File: config.mk
export PLATFORM = sky130hd
export DESIGN_NAME = m4v_out
export DESIGN_NICKNAME = d
export VERILOG_FILES = /design/src/m4v_pkg.sv /design/src/m4v_out.sv
export SDC_FILE = /design/constraint.sdc
export NUM_CORES = 1
export LEC_CHECK = 0
export ABC_AREA = 0
export BUFFER_PORTS_ARGS = -buffer_cell sky130_fd_sc_hd__buf_2
export CELL_PAD_IN_SITES_DETAIL_PLACEMENT = 1
export CELL_PAD_IN_SITES_GLOBAL_PLACEMENT = 1
export CORE_AREA = 2 2 155 157
export CTS_CLUSTER_DIAMETER = 200
export DETAILED_ROUTE_END_ITERATION = 8
export DIE_AREA = 0 0 157 159
export GPL_TIMING_DRIVEN = 0
export PLACE_DENSITY_LB_ADDON = 0.08
export SYNTH_ARGS = -nofsm -noshare
export SYNTH_HDL_FRONTEND = slang
export SYNTH_SLANG_ARGS = --single-unit
File: constraint.sdc
create_clock -name clk -period 4.75 [get_ports clk]
set_input_delay 0.475 -clock clk [delete_from_list [all_inputs] [get_ports clk]]
set_output_delay 0.475 -clock clk [all_outputs]
set_load 0.02 [all_outputs]
File: src/m4v_pkg.sv
// shared types and constants for the matrix4 vector transform block
// no dependencies; imported by every module of the block
`timescale 1ns / 1ps

package m4v_pkg;

  localparam int FIELD_W  = 32;
  localparam int IDX_W    = 4;
  localparam int NUM_IN   = 4;
  localparam int NUM_OUT  = 4;
  localparam int PROD_W   = 2 * FIELD_W;
  localparam int S_DATA_W = ((IDX_W + FIELD_W * (NUM_IN + 1) + 7) / 8) * 8;
  localparam int M_DATA_W = ((FIELD_W * NUM_OUT + 7) / 8) * 8;

  localparam logic [FIELD_W-1:0] SAT_MAX = {1'b0, {(FIELD_W - 1){1'b1}}};
  localparam logic [FIELD_W-1:0] SAT_MIN = {1'b1, {(FIELD_W - 1){1'b0}}};

  typedef enum logic {
    OP_WRITE = 1'b0,
    OP_XFORM = 1'b1
  } op_t;

  // one input word as it travels down the row of cells
  typedef struct packed {
    op_t                             op;
    logic [IDX_W-1:0]                elem_index;
    logic [FIELD_W-1:0]              elem_value;
    logic [NUM_IN-1:0][FIELD_W-1:0]  vec;
  } word_t;

endpackage

File: src/m4v_out.sv
// output stage: shifts out the fraction, saturates each row sum to 32 bits
// and holds the result word; write words are dropped here; uses m4v_pkg
`timescale 1ns / 1ps

module m4v_out
  import m4v_pkg::*;
#(
  parameter int DIM       = 4,
  parameter int FRAC_BITS = 16
) (
  input  logic                                   clk,
  input  logic                                   rst,
  input  logic                                   in_valid,
  output logic                                   in_ready,
  input  op_t                                    in_op,
  input  logic [DIM-1:0][PROD_W+$clog2(DIM)-1:0] in_acc,
  output logic                                   out_valid,
  input  logic                                   out_ready,
  output logic [NUM_OUT-1:0][FIELD_W-1:0]        out_res
);

  localparam int ACC_W = PROD_W + $clog2(DIM);
  localparam int TOP_W = ACC_W - FRAC_BITS - FIELD_W + 1;

  logic [NUM_OUT-1:0][FIELD_W-1:0] res_next;

  function automatic logic [FIELD_W-1:0] saturate(input logic [ACC_W-1:0] a);
    logic [TOP_W-1:0] upper;
    upper = a[ACC_W-1:FRAC_BITS+FIELD_W-1];
    if (&upper || ~|upper) begin
      return a[FRAC_BITS+FIELD_W-1:FRAC_BITS];
    end
    return a[ACC_W-1] ? SAT_MIN : SAT_MAX;
  endfunction

  // rows past the matrix size read zero, rows past the fourth are not shown
  generate
    for (genvar r = 0; r < NUM_OUT; r++) begin : g_row
      if (r < DIM) begin : g_live
        assign res_next[r] = saturate(in_acc[r]);
      end else begin : g_none
        assign res_next[r] = '0;
      end
    end
  endgenerate

  assign in_ready = !out_valid || out_ready;

  always_ff @(posedge clk) begin
    if (rst) begin
      out_valid <= 1'b0;
    end else if (in_ready) begin
      out_valid <= in_valid && in_op == OP_XFORM;
    end
  end

  always_ff @(posedge clk) begin
    if (in_valid && in_ready) begin
      out_res <= res_next;
    end
  end

endmodule

---- Word level (Yosys, flattened, before mapping) ----
Cells that the tools add are included.
Widths: inputs -> output; s select.
word-level totals
  register bits after elaboration ......... 129
  input port bits ......................... 269
  output and inout port bits .............. 130
  word-level logic and storage cells ...... 41
cells by class
  multiplexer cells ....................... 16
  reduce and logical (&&, ||, !) cells .... 20
operators by type and width
  cell               count
  $mux 32            12
  $reduce_and 19->1  4
  $reduce_or 19->1   4
  $logic_not 1->1    5
  $logic_or 1x1->1   5
  $mux 1             4
  $logic_and 1x1->1  2

---- Depth between registers and ports, before layout ----
  depth in word-level cells ............... 5
  depth in mapped cells ................... 6
  gate-level depth less buffers ........... 5

---- Worst setup path after synthesis ----
Ideal clock, no wire load.
  path type ............................... input -> register
  start ................................... input port out_ready
  end ..................................... register out_res[0] (netlist name), enable pin
  library setup time ...................... 502 ps
  data arrival time ....................... 3717 ps
  data required time ...................... 4248 ps
  path slack .............................. 531 ps
  cell stages on the path ................. 2
  buffers on the path ..................... 0
  cells stage by stage .................... nand2b_1 -> and2_1
between the ends
  word-level cells in the longest chain between the ends .. 2
ends and longest elaborated chain
  what                    RTL line       source
  start: declaration      m4v_out.sv:18  input logic out_ready,
  $logic_or 1x1->1        m4v_out.sv:47  assign in_ready = !out_valid || out_ready;
  $logic_and 1x1->1       m4v_out.sv:58  if (in_valid && in_ready) begin
  end signal: assignment  m4v_out.sv:59  out_res <= res_next;
  end: declaration        m4v_out.sv:19  output logic [NUM_OUT-1:0][FIELD_W-1:0] out_res
No other way between the ends.
A chain may end at the register's enable or synchronous reset.

==> metrics.yaml <==
cts:
  clk_path_buf_depth: 2
  cts.sinks: 129
  clkTransAtPathRegs_ns: 0.06
  postCtsHoldBufs: 0
  post_cts_resized: 0
  cts_root_buffer: "clkbuf_16"
  cts_buffers: 17
  cts_tree: "done"
  clk_latency_ns: 0.41
  postCtsSetupRepairBufs: 0
  h-tree-depth: 4
worst_setup_path:
  critical_path_class: "primary input to flip-flop"
  cp_data_arrival_time_ns: 1.83
  crit_path_cell_trace: "buf_2 -> nor4_1 -> nand4_1 -> nor4_2 -> a311oi_1 -> buf_2 -> a21o_1"
  crit_slowest_cell: "nor4_1"
  cp-end-kind: "flip-flop"
  crit_family: "simple AND/OR/NAND/NOR gates"
  crit_path_max_incr_delay_ns: 0.31
  crit_start: "in_acc[187]"
  path_common_cell: "buf_2"
  required_ns: 4.91
  critical_path_buf_inv_count: 2
  timing.rr.start: "out_valid"
  cp-start-kind: "primary input"
  path_max_fanout: 10
timing:
  relSlewSlack_pct: 64.77
  slew_violations: 0
  finalHoldViolCount: 0
  worst_pin_slew_ns: 0.5250
  layout_min_cycle_time_ns: 1.669
  rsz0062_at_grt: "false"
  fin_setup_tns_ns: 0
  fin_skew_ns: 0.009326
  setup_violations: 0
  max_freq_mhz: 599.3
  min_period_over_period_pct: 35.13
placed_design:
  portBuffers: 334
  gp_congestion: 0.7232
  dp_cells: 1000
  dpl.hpwl_mm: 13.38
logic_synthesis:
  synth_most_common_cell: "edfxtp_1"
  avgSynthCellArea_sq_um: 16.28
  synth_fa_ha_area_share_pct: 0
  ys_types: 20
  synth_top_area_share_pct: 68.42
  netlist_instances: 345
  synth_top_family_by_area: "compound AO/OA/AOI/OAI gates"
  synth_commonest_cells: "edfxtp_1, a21o_2, a21o_1"
  synthMuxAreaShare_pct: 0
  synthSimpleGateAreaFrac_pct: 6.169
  synth-seq-area-share_pct: 68.78
  synthesis.area_sq_um: 5618
  syn_nets: 614
  async_flop_share_pct: 0
  yosysTopAreaCell: "edfxtp_1"
  ys_ff_latch: 129
  synth-edff-count: 128
  yosys_warnings: 0
  synth_top_flop_cell: "edfxtp_1"
  synth_compound_gate_area_share_pct: 20.31
  synth_xor_area_share_pct: 0
  synthTopCellsByArea: "edfxtp_1, a21o_2, a21o_1"
die:
  core_sq_um: 23190
  row_count: 56
  dieArea_sq_um: 24960
  start_util_pct: 24.22
  fp.dieH_microns: 159
  die_w_microns: 157
  io_pins: 399
power:
  p_leak_nw: 3.851
  power.density_nw_per_um2: 348.7
  vdd.ir_drop.worst_uv: 183.4
drt:
  drt-total-wl_mm: 17.19
  drc: 0
  num_vias: 4434
  first_pass_iters: 6
  wire_per_inst_microns: 16.64
  viasPerCell: 4.292
  drt_iter0_drc: 163
  ant_nets: 0
global_routing:
  track_usage_pct: 13.72
  antenna_found_initial: 6
  grt_pass1_vias: 4806
  grt_max_degree: 63
  grt_pass1_wl_mm: 26.14
  grt_overflow: 0
job:
  maxCapViolations: 0
cells_and_area:
  fin_nets: 969
  ff_latch_area_sq_um: 3864
  multi_input_area_sq_um: 1490
  n_fill_cell: 2571
  layout.cells.non_filler: 1033
  post_route_cells_drive_above_1_share_pct: 68.73
  syn_to_final_growth_pct: 47.06
hold_path:
  hp-class: "primary input to flip-flop"
  hold_path.startpoint: "rst"
outcome:
  status: "finished, final reports clean"
## state kept, by name, summed over array words and instances (netlist names)
name / count
out_valid: 1
out_res: 128
## through the flow
stage	cell area, sq um	power, mW	setup WS, ns	util [%]	hold WS [ns]
detailed placement	7746	1.747	2.633	33.40	0.5203
CTS	8252	2.938	3.071	35.58	0.1873
global route	8254	3.009	2.908	35.59	0.1930
floorplan	5618	1.561	0.5313	-	0.5441
global placement	7689	1.742	-0.8499	33.15	0.4883
finish	8262	2.881	3.081	35.62	0.2122
## routing by layer
layer,up-vias,routed length (microns),global-route usage (%)
met5,-,27,0
met3,25,1788,6.805
met2,192,8556,22.99
met4,4,396,5.338
met1,2117,6423,14.74
li1,2096,-,-
## placed cells by master (no fill, tap or decap)
cell / synthesis / final
edfxtp_1: 128 / 128
nand2b_1: 1 / 1
and3_1: 4 / 4
buf_2: 6 / 340
a311oi_2: 3 / 3
clkinv_1: 0 / 4
and2_4: 0 / 1
nor4_1: 16 / 16
buf_16: 0 / 2
nand4_1: 20 / 20
bufinv_16: 0 / 1
clkinv_2: 0 / 4
a21o_2: 93 / 93
clkbuf_16: 0 / 17
nand2_1: 1 / 1
nor4_2: 4 / 4
diode_2: 0 / 4
buf_6: 18 / 18
nor2_1: 8 / 8
dlygate4sd3_1: 3 / 3
a21oi_1: 1 / 1
a311oi_1: 1 / 1
dfxtp_1: 1 / 1
clkinvlp_4: 0 / 1
a21o_1: 31 / 31
clkbuf_1: 1 / 3
a31o_2: 4 / 4
## path summary, 6_finish.rpt
path / endpoint / slack [ns] / cells past startpoint
max: out_res[89] / 3.08 / 7
min: out_valid / 0.21 / 2
max reg2reg: out_res[31] / 3.24 / 3
min reg2reg: out_valid / 0.53 / 2
## worst reg2reg max path: stages (launching register included)
cell,delay (ns)
dfxtp_1,0.31
nand2b_1,0.10
and2_4,0.36
buf_16,0.33
## cell families (layout without fill, tap and decap cells)
logic type | after synthesis | count (layout)
flip-flops | 129 | 129
AND/OR/NAND/NOR | 55 | 55
buffers and inverters | 28 | 393
other | 0 | 4
AO/OA/AOI/OAI | 133 | 133
## report_power, final
| part | switching (mW) | leakage [nW] | internal [mW] |
|---|---|---|---|
| clock | 0.465 | 0.248 | 0.698 |
| combinational | 0.212 | 2.35 | 0.160 |
| sequential | 0.0144 | 1.25 | 1.33 |
| total | 0.691 | 3.85 | 2.19 |
## layout make-up
| cell class | instances | area share [%] |
|---|---|---|
| Antenna cell | 4 | 0.1212 |
| Buffer | 28 | 3.226 |
| Clock buffer | 19 | 5.240 |
| Clock inverter | 10 | 0.8784 |
| Multi-Input combinational cell | 188 | 18.04 |
| Sequential cell | 129 | 46.77 |
| Tap cell | 319 | 4.831 |
| Timing Repair Buffer | 336 | 20.90 |
Note: power is estimated with default switching activity, not from simulation.
